==> src/hw/rtl/selsort_pkg.sv <==
// Shared types and constants for the selection sorter.
// Holds the item structs, the cell control bundle and the sequencer states.
// No dependencies.
package selsort_pkg;

    // Defaults for the top-level parameters
    localparam int MAX_ITEMS_DEF  = 32;
    localparam int DATA_WIDTH_DEF = 32;

    // Width of the value fields on the ports
    localparam int VALUE_W = 32;

    // Input item
    typedef struct packed {
        logic signed [VALUE_W-1:0] value;
        logic                      last;
    } in_item_t;

    // Result item
    typedef struct packed {
        logic signed [VALUE_W-1:0] sorted_value;
        logic                      final_res;
        logic                      overflowed;
    } out_item_t;

    // Per-cell control from the sequencer
    typedef struct packed {
        logic shift;   // load from left neighbor (or the new item at cell 0)
        logic take;    // this cell's entry was just emitted
        logic clear;   // block done, release all entries
        logic member;  // cell holds an entry of the current block
    } cell_ctrl_t;

    // Sequencer states
    typedef enum logic [1:0] {
        ST_COLLECT,
        ST_SCAN,
        ST_EMIT
    } sort_state_t;

endpackage

==> src/hw/rtl/selection_sorter_core.sv <==
// Selection sorter: collects a block of signed values, emits them ascending.
//
// Input channel s_valid/s_ready/s_data carries one value per item; the item
// with last set closes the block. Up to MAX_ITEMS values are kept; further
// items of the same block are dropped and every result of that block then
// carries overflowed. Result channel m_valid/m_ready/m_data gives the values
// in ascending order, final_res set on the last one.
// Loading accepts one item per cycle. After the last item, each result needs
// one pass of the minimum wavefront down the chain of MAX_ITEMS cells, then
// it is shown until taken; the chain length sets the pass time. s_ready is low
// from the last item until the final result is taken. A stalled receiver
// simply holds the sorter in its current result; nothing is lost. Reset
// (aresetn low, synchronous) empties the block and drops any pending results;
// no clearing pass is needed.
// Depends on selsort_pkg and selsort_cell.
module selection_sorter_core #(
    parameter int MAX_ITEMS  = selsort_pkg::MAX_ITEMS_DEF,
    parameter int DATA_WIDTH = selsort_pkg::DATA_WIDTH_DEF
) (
    input  logic                   aclk,
    input  logic                   aresetn,
    input  logic                   s_valid,
    output logic                   s_ready,
    input  selsort_pkg::in_item_t  s_data,
    output logic                   m_valid,
    input  logic                   m_ready,
    output selsort_pkg::out_item_t m_data
);

    localparam int IDX_W = $clog2(MAX_ITEMS);
    localparam int CNT_W = $clog2(MAX_ITEMS + 1);
    localparam logic [CNT_W-1:0] CAP       = CNT_W'(MAX_ITEMS);
    localparam logic [IDX_W-1:0] WAIT_LAST = IDX_W'(MAX_ITEMS - 1);

    selsort_pkg::sort_state_t state_reg, state_next;
    logic [CNT_W-1:0] count_reg, count_next;
    logic [CNT_W-1:0] emitted_reg, emitted_next;
    logic [IDX_W-1:0] wait_reg, wait_next;
    logic             ovf_reg, ovf_next;

    logic                  in_acc, out_acc, do_shift, do_clear, is_final;
    logic [63:0]           wide_in;
    logic [63:0]           wide_out;
    logic [DATA_WIDTH-1:0] in_val;

    logic [DATA_WIDTH-1:0] store_val [MAX_ITEMS];
    logic [DATA_WIDTH-1:0] cand_val  [MAX_ITEMS];
    logic [IDX_W-1:0]      cand_idx  [MAX_ITEMS];
    logic                  cand_ok   [MAX_ITEMS];

    assign in_acc  = s_valid && s_ready;
    assign out_acc = m_valid && m_ready;

    // Input value at store width (zero-extended past 32 bits)
    assign wide_in = 64'({32'b0, s_data.value});
    assign in_val  = wide_in[DATA_WIDTH-1:0];

    assign do_shift = in_acc && (count_reg < CAP);
    assign is_final = (CNT_W'(emitted_reg + 1'b1) == count_reg);
    assign do_clear = out_acc && is_final;

    // Sequencer: collect, wait out the wavefront, present result
    always_comb begin
        state_next   = state_reg;
        count_next   = count_reg;
        emitted_next = emitted_reg;
        wait_next    = wait_reg;
        ovf_next     = ovf_reg;
        unique case (state_reg)
            selsort_pkg::ST_COLLECT: begin
                if (in_acc) begin
                    if (count_reg < CAP) begin
                        count_next = CNT_W'(count_reg + 1'b1);
                    end else begin
                        ovf_next = 1'b1;
                    end
                    if (s_data.last) begin
                        state_next   = selsort_pkg::ST_SCAN;
                        wait_next    = '0;
                        emitted_next = '0;
                    end
                end
            end
            selsort_pkg::ST_SCAN: begin
                wait_next = IDX_W'(wait_reg + 1'b1);
                if (wait_reg == WAIT_LAST) begin
                    state_next = selsort_pkg::ST_EMIT;
                end
            end
            selsort_pkg::ST_EMIT: begin
                if (out_acc) begin
                    if (is_final) begin
                        state_next = selsort_pkg::ST_COLLECT;
                        count_next = '0;
                        ovf_next   = 1'b0;
                    end else begin
                        state_next   = selsort_pkg::ST_SCAN;
                        wait_next    = '0;
                        emitted_next = CNT_W'(emitted_reg + 1'b1);
                    end
                end
            end
            default: begin
                state_next = selsort_pkg::ST_COLLECT;
            end
        endcase
    end

    always_ff @(posedge aclk) begin
        if (!aresetn) begin
            state_reg   <= selsort_pkg::ST_COLLECT;
            count_reg   <= '0;
            emitted_reg <= '0;
            wait_reg    <= '0;
            ovf_reg     <= 1'b0;
        end else begin
            state_reg   <= state_next;
            count_reg   <= count_next;
            emitted_reg <= emitted_next;
            wait_reg    <= wait_next;
            ovf_reg     <= ovf_next;
        end
    end

    // Chain of cells
    for (genvar k = 0; k < MAX_ITEMS; k++) begin : g_cell
        selsort_pkg::cell_ctrl_t ctrl;
        logic [DATA_WIDTH-1:0]   sh_in;
        logic [DATA_WIDTH-1:0]   cv_in;
        logic [IDX_W-1:0]        ci_in;
        logic                    co_in;

        assign ctrl.shift  = do_shift;
        assign ctrl.take   = out_acc && (cand_idx[MAX_ITEMS-1] == IDX_W'(k));
        assign ctrl.clear  = do_clear;
        assign ctrl.member = (CNT_W'(k) < count_reg);

        if (k == 0) begin : g_head
            assign sh_in = in_val;
            assign cv_in = '0;
            assign ci_in = '0;
            assign co_in = 1'b0;
        end else begin : g_body
            assign sh_in = store_val[k-1];
            assign cv_in = cand_val[k-1];
            assign ci_in = cand_idx[k-1];
            assign co_in = cand_ok[k-1];
        end

        selsort_cell #(
            .DATA_WIDTH (DATA_WIDTH),
            .IDX_W      (IDX_W),
            .CELL_IDX   (k)
        ) u_cell (
            .aclk         (aclk),
            .aresetn      (aresetn),
            .ctrl         (ctrl),
            .shift_in     (sh_in),
            .store_out    (store_val[k]),
            .cand_val_in  (cv_in),
            .cand_idx_in  (ci_in),
            .cand_ok_in   (co_in),
            .cand_val_out (cand_val[k]),
            .cand_idx_out (cand_idx[k]),
            .cand_ok_out  (cand_ok[k])
        );
    end

    // Handshakes and result item from the chain's tail register
    assign s_ready  = (state_reg == selsort_pkg::ST_COLLECT);
    assign m_valid  = (state_reg == selsort_pkg::ST_EMIT);
    assign wide_out = 64'(cand_val[MAX_ITEMS-1]);

    assign m_data.sorted_value = wide_out[selsort_pkg::VALUE_W-1:0];
    assign m_data.final_res    = is_final;
    assign m_data.overflowed   = ovf_reg;

endmodule

==> src/hw/rtl/selsort_cell.sv <==
// One cell of the sorting chain: holds one stored entry and a taken mark,
// and keeps the smallest untaken candidate seen so far along the chain.
// Depends on selsort_pkg.
module selsort_cell #(
    parameter int DATA_WIDTH = selsort_pkg::DATA_WIDTH_DEF,
    parameter int IDX_W      = 5,
    parameter int CELL_IDX   = 0
) (
    input  logic                    aclk,
    input  logic                    aresetn,
    input  selsort_pkg::cell_ctrl_t ctrl,
    // shift path for loading
    input  logic [DATA_WIDTH-1:0]   shift_in,
    output logic [DATA_WIDTH-1:0]   store_out,
    // running-minimum path
    input  logic [DATA_WIDTH-1:0]   cand_val_in,
    input  logic [IDX_W-1:0]        cand_idx_in,
    input  logic                    cand_ok_in,
    output logic [DATA_WIDTH-1:0]   cand_val_out,
    output logic [IDX_W-1:0]        cand_idx_out,
    output logic                    cand_ok_out
);

    localparam logic [IDX_W-1:0] MY_IDX = IDX_W'(CELL_IDX);

    logic [DATA_WIDTH-1:0] entry_reg;
    logic                  taken_reg;
    logic                  taken_next;
    logic [DATA_WIDTH-1:0] cval_reg, cval_next;
    logic [IDX_W-1:0]      cidx_reg, cidx_next;
    logic                  cok_reg, cok_next;
    logic                  eligible;

    // Entry storage, loaded by shifting along the chain
    always_ff @(posedge aclk) begin
        if (ctrl.shift) begin
            entry_reg <= shift_in;
        end
    end

    // Taken mark
    always_comb begin
        taken_next = taken_reg;
        if (ctrl.clear) begin
            taken_next = 1'b0;
        end else if (ctrl.take) begin
            taken_next = 1'b1;
        end
    end

    // Keep the smaller of the incoming candidate and this entry if it is eligible; a tie keeps the incoming one
    always_comb begin
        eligible  = ctrl.member && !taken_reg;
        cval_next = cand_val_in;
        cidx_next = cand_idx_in;
        cok_next  = cand_ok_in;
        if (eligible && (!cand_ok_in || ($signed(entry_reg) < $signed(cand_val_in)))) begin
            cval_next = entry_reg;
            cidx_next = MY_IDX;
            cok_next  = 1'b1;
        end
    end

    always_ff @(posedge aclk) begin
        if (!aresetn) begin
            taken_reg <= 1'b0;
            cok_reg   <= 1'b0;
        end else begin
            taken_reg <= taken_next;
            cok_reg   <= cok_next;
        end
    end

    always_ff @(posedge aclk) begin
        cval_reg <= cval_next;
        cidx_reg <= cidx_next;
    end

    assign store_out    = entry_reg;
    assign cand_val_out = cval_reg;
    assign cand_idx_out = cidx_reg;
    assign cand_ok_out  = cok_reg;

endmodule

==> config.mk <==
export PLATFORM = sky130hd
export DESIGN_NAME = selection_sorter_core
export DESIGN_NICKNAME = d
export VERILOG_FILES = /design/src/hw/rtl/selsort_pkg.sv /design/src/hw/rtl/selection_sorter_core.sv /design/src/hw/rtl/selsort_cell.sv
export SDC_FILE = /design/constraint.sdc
export NUM_CORES = 2
export LEC_CHECK = 0
export BUFFER_PORTS_ARGS = -buffer_cell sky130_fd_sc_hd__buf_2
export CAP_MARGIN = 20
export CORE_ASPECT_RATIO = 1.4
export CORE_MARGIN = 5
export CORE_UTILIZATION = 40
export CTS_CLUSTER_DIAMETER = 40
export DETAILED_ROUTE_END_ITERATION = 7
export GPL_TIMING_DRIVEN = 0
export SETUP_SLACK_MARGIN = 0.05
export SYNTH_ARGS = -nofsm -noshare
export SYNTH_HDL_FRONTEND = slang
export SYNTH_SLANG_ARGS = --single-unit
==> constraint.sdc <==
create_clock -name aclk -period 102.4 [get_ports aclk]
set_clock_uncertainty 0.1 [all_clocks]
set_input_delay 5.12 -clock aclk [delete_from_list [all_inputs] [get_ports aclk]]
set_output_delay 5.12 -clock aclk [all_outputs]
set_load 0.1 [all_outputs]
* Word level (Yosys, flattened, before mapping)
Index checks and enable logic that the tools add are counted.
Widths: inputs -> output; s select.
** Word-level totals
- Output and inout port bits :: 36
- Register bits after elaboration :: 2260
- Bits of input ports :: 37
- Word-level logic and storage cells :: 566
** Cells by class
- Mux-type cells :: 89
- Bitwise logic cells :: 1
- Add/subtract/negate cells :: 3
- Eq/ne operators :: 43
- Reductions and logical operators :: 203
- $lt $le $gt $ge :: 64
** Operators with widths (number)
- $lt 32x32->1 :: 31
- $mux 32 :: 31
- $logic_and 1x1->1 :: 99
- $lt 5x6->1 const A :: 16
- $eq 5x5->1 const B :: 17
- $logic_not 1->1 :: 63
- $lt 4x6->1 const A :: 8
- $mux 6 :: 8
- $eq 5x4->1 const B :: 8
- $mux 1 :: 37
- $logic_or 1x1->1 :: 31
- $lt 3x6->1 const A :: 4
- $pmux 6 s2 :: 2
- $eq 5x3->1 const B :: 4
- $mux 5 :: 4
- $reduce_and 5->1 :: 4
- $pmux 5 s3 :: 1
- $add 6x1->6 const B :: 2
- $lt 1x6->1 const A :: 2
- $lt 2x6->1 const A :: 2
- $eq 5x2->1 const B :: 2
- $ne 2x1->1 const B :: 5
- $mux 2 :: 4
- $eq 6x6->1 :: 1
- 15 further kinds :: 17

* Longest topological paths before layout
- Depth after elaboration :: 5
- Gate-level depth with buffers :: 12
- Depth with buffers taken out :: 10

* Hierarchy
From an unflattened synthesis, not the netlist that was laid out.
** Second synthesis, totals
- Cells, all modules :: 13630
- Area total of the unflattened synthesis :: 140762.5 µm²
** By module, submodules not included
- selsort_cell at g_cell[10].u_cell ... :: cells an instance 418, sequential area each 1741.7 µm², area each 4350.4 µm², times used 10
- selsort_cell at g_cell[11].u_cell ... :: cells an instance 417, sequential area each 1741.7 µm², area each 4335.4 µm², times used 10
- selsort_cell at g_cell[15].u_cell ... :: cells an instance 418, sequential area each 1741.7 µm², area each 4341.7 µm², times used 5
- selsort_cell at g_cell[16].u_cell ... :: cells an instance 415, sequential area each 1741.7 µm², area each 4327.9 µm², times used 5
- selsort_cell at g_cell[31].u_cell :: cells an instance 419, sequential area each 1741.7 µm², area each 4356.7 µm², times used 1
- selsort_cell at g_cell[0].u_cell :: cells an instance 414, sequential area each 1741.7 µm², area each 4280.4 µm², times used 1
- selection_sorter_core :: cells an instance 282, sequential area each 400.4 µm², area each 1919.3 µm², times used 1

* Worst setup path before layout
No wires, ideal clock.
- Path kind :: in2reg
- Start :: in s_valid
- End :: reg g_cell[0].u_cell.entry_reg[0] (enable)
- Arrival time :: 73.944 ns
- Buffers on the path :: 0
- Cell stages on the path :: 2
- Library setup time :: 3.678 ns
- Path slack :: 24.678 ns
- Required time :: 98.622 ns
- Cell sequence :: nand2_1 nor3_1
** On the way
- Longest elaborated chain between the ends :: 2
** Ends and longest elaborated chain
- start, declared :: line selection_sorter_core.sv:22 : input logic s_valid,
- $logic_and 1x1->1 :: line selection_sorter_core.sv:51 : assign in_acc = s_valid && s_ready;
- $logic_and 1x1->1 :: line selection_sorter_core.sv:58 : assign do_shift = in_acc && (count_reg < CAP);
- via do_shift :: line selection_sorter_core.sv:41 : logic in_acc, out_acc, do_shift, do_clear, is_final;
- end signal, assigned :: line selsort_cell.sv:37 : entry_reg <= shift_in;
- end, declared :: line selsort_cell.sv:26 : logic [DATA_WIDTH-1:0] entry_reg;
The timed path passes the listed nets, and every way through them passes these cells.
A chain may end at the register's enable or synchronous reset.

* Final worst setup path
- Start :: reg count_reg[3]
- End :: out m_data[1] (netlist name)
** On the way
- Longest elaborated chain between the ends :: 1
** Ends and longest elaborated chain
- start, declared :: line selection_sorter_core.sv:36 : logic [CNT_W-1:0] count_reg, count_next;
- start signal, assigned :: line selection_sorter_core.sv:118 : count_reg <= count_next;
- $eq 6x6->1 :: line selection_sorter_core.sv:59 : assign is_final = (CNT_W'(emitted_reg + 1'b1) == count_reg);
- end, declared :: line selection_sorter_core.sv:27 : output selsort_pkg::out_item_t m_data
Every way passes these cells.

==> reports/results.ini <==
[drt]
dr.first_iter.drc_count=2359
ant_nets=0
viasPerCell=4.99
drt-wirelength-per-cell_um=18.4
routed_wl_um=208000
vias=56600
drc_errors=0
drt-pass1-iter-count=6

[clock_network]
cts_buffer_depth=4
path_clk_slew_ns=0.06
cts_resized=0
cts_buffers=277
cts_tree=yes
htree_levels=5
cts_root_buf=clkbuf_16
clock_sinks=2260
cts_hold_buf=0
clk_latency_ns=0.85
cts_setup_buffers=0

[critical_path]
path_max_fanout=9
crit_path_end_kind=primary output
critPathRequiredTime_ns=97.18
r2r_slack_ns=98.15
worstPathArrival_ns=3.36
crit_type=reg -> out
start_kind=flip-flop

[die]
initial_core_util_pct=40.1
dieArea_um2=249000
die_h_um=588
fp.dieW_um=423
fp.coreArea_um2=238000
std_cell_rows=212
io_pins=73

[timing]
tns_ns=0
period_share_pct=8.38
rsz0062_at_grt=false
hold_viol=0
min_period_ns=8.58
hold_ws_ns=0.271
setup_viol_count_final=0
max_freq_ghz=0.117
tightest_slew_ns=1.04
slew_violations=0
relSlewSlack_pct=28.8

[yosys]
synth_top_area_share_pct=32.2
yosysSeqAreaShare_pct=58.1
synthArstFlopShare_pct=0
synth_xor_xnor_area_share_pct=0.101
muxShareOfSynthArea_pct=11.0
synthAdderAreaFrac_pct=12.7
synth_top_family_by_area=adder cells
synth_top_flop_cell=dfxtp_1
synth_top_area_cell=edfxtp_1
syn_nets=8556
synth_most_common_cell=dfxtp_1
synth_top_cells_by_area=edfxtp_1 32%, dfxtp_1 26%, ha_1 13%, mux2_2 11%, inv_1 4.1%
synth-compound-area-share_pct=7.64
synth.distinct_cells=78
synth_commonest_cells=1,236 x dfxtp_1, 1,037 x inv_1, 1,024 x edfxtp_1
ys_ff_latch=2260
yosys_warnings=0
syn_area_um2=95500
postSynthAreaPerCell_um2=12.6
synth_simple_gate_area_share_pct=5.61
synth-edff-count=1024
syn_inst=7553

[global_route]
grt_use_total_pct=16.6
antenna_found_initial=6
grt_pass1_vias=61100
grt_pass1_wl_um=328000
grt_max_degree=16
grt_overflow=0

[placed_design]
postPlaceCellArea_um2=101000
hpwlAfterDp_um=163000
portBuffers=72
place.gp.congestion=0.885
dp.cells=10800

[final_layout]
fillCellCount=21100
final_area_um2=110000
fin_cells=11400
syn_to_final_growth_pct=15.7
fin_nets=9022
layout-drive-gt1-share_pct=21.0

[worst_hold_path]
hold_path_class=reg -> reg

[status]
status=finished clean

[power_and_ir_drop]
power_density_nw_per_um2=22.4
ir_drop_v=0.0000157
p_leak_uw=0.0446

[flow_run]
max_cap_violations=0

routing by layer:
metal	wire length, um	share of wire [%]	GRT usage (%)
met5	0	0	0
met2	120000	58	34.4
met4	11600	5.6	8.36
met1	70200	34	15.2
met3	6700	3.2	2.38
worst paths after layout:
| path | from | endpoint | cells past startpoint |
|---|---|---|---|
| max | count_reg[3] | m_data[1] | 7 |
| min reg2reg | g_cell[23].u_cell.cand_idx_out[3] | g_cell[24].u_cell.cand_idx_out[3] | 1 |
| min | g_cell[23].u_cell.cand_idx_out[3] | g_cell[24].u_cell.cand_idx_out[3] | 1 |
| max reg2reg | g_cell[6].u_cell.store_out[11] | g_cell[6].u_cell.cand_val_out[9] | 9 |
worst max-delay path, cell delays in order, from the launching register on:
cell and delay (ns):
dfxtp_1 0.30, clkbuf_1 0.36, xor2_1 0.21, xnor2_1 0.14
nand3_1 0.11, a2111oi_2 0.69, buf_4 0.29, buf_2 0.44
power breakdown:
| part | switching (uW) | internal (uW) |
|---|---|---|
| clock | 393 | 586 |
| combinational | 189 | 163 |
| sequential | 75.1 | 1060 |
| total | 658 | 1810 |
per-stage QoR:
stage               setup slack, ns  total power [uW]  utilization [%]
floorplan                     24.68              1450                -
global placement             -14.97              1590             41.9
detailed placement            94.05              1510             42.5
CTS                           93.75              2500             46.4
global route                  93.54              2600             46.4
finish                        93.82              2470             46.4
area by class of cell:
cell class              instances  area [um2]  share of cell area, %
well taps                    3103        3880                   3.51
inverters                    1038        3900                   3.53
clock buffers                 353        7730                   6.99
multi-input cells            4088       35300                   32.0
plain buffers                 167         817                  0.739
flip-flops and latches       2260       55500                   50.2
diodes                          4        10.0                0.00906
clock inverters               150        1680                   1.52
repair buffers                187        1670                   1.51
logic make-up after synthesis:
| logic type | Yosys count |
|---|---|
| AO/OA/AOI/OAI | 1138 |
| XOR/XNOR | 11 |
| adder cells (fa/ha/maj) | 966 |
| buffers and inverters | 1205 |
| flip-flops | 2260 |
| multiplexers | 929 |
| AND/OR/NAND/NOR | 1044 |
cell usage in the layout (no fill, tap or decap), types with 17 or more instances in the layout:
master	count
a2111oi_0	23
a211oi_1	17
a21boi_0	22
a21o_1	203
a21oi_1	434
a22oi_1	33
a31oi_1	18
a41oi_1	18
and2_1	59
and4_1	20
buf_2	165
buf_6	94
clkbuf_1	91
clkbuf_16	285
clkbuf_8	34
clkinv_2	28
clkinv_4	19
clkinvlp_4	27
dfxtp_1	1236
edfxtp_1	1024
ha_1	966
inv_1	1037
inv_6	26
mux2_1	28
mux2_2	900
nand2_1	234
nand2b_1	78
nand3_1	47
nand4_1	116
nor2_1	241
nor2b_1	74
nor3_1	38
nor3b_1	17
nor4_1	22
o21a_1	17
o21ai_0	189
o31ai_1	18
o32ai_1	64
or2_2	56
Note: power is estimated with default switching activity, not from simulation.
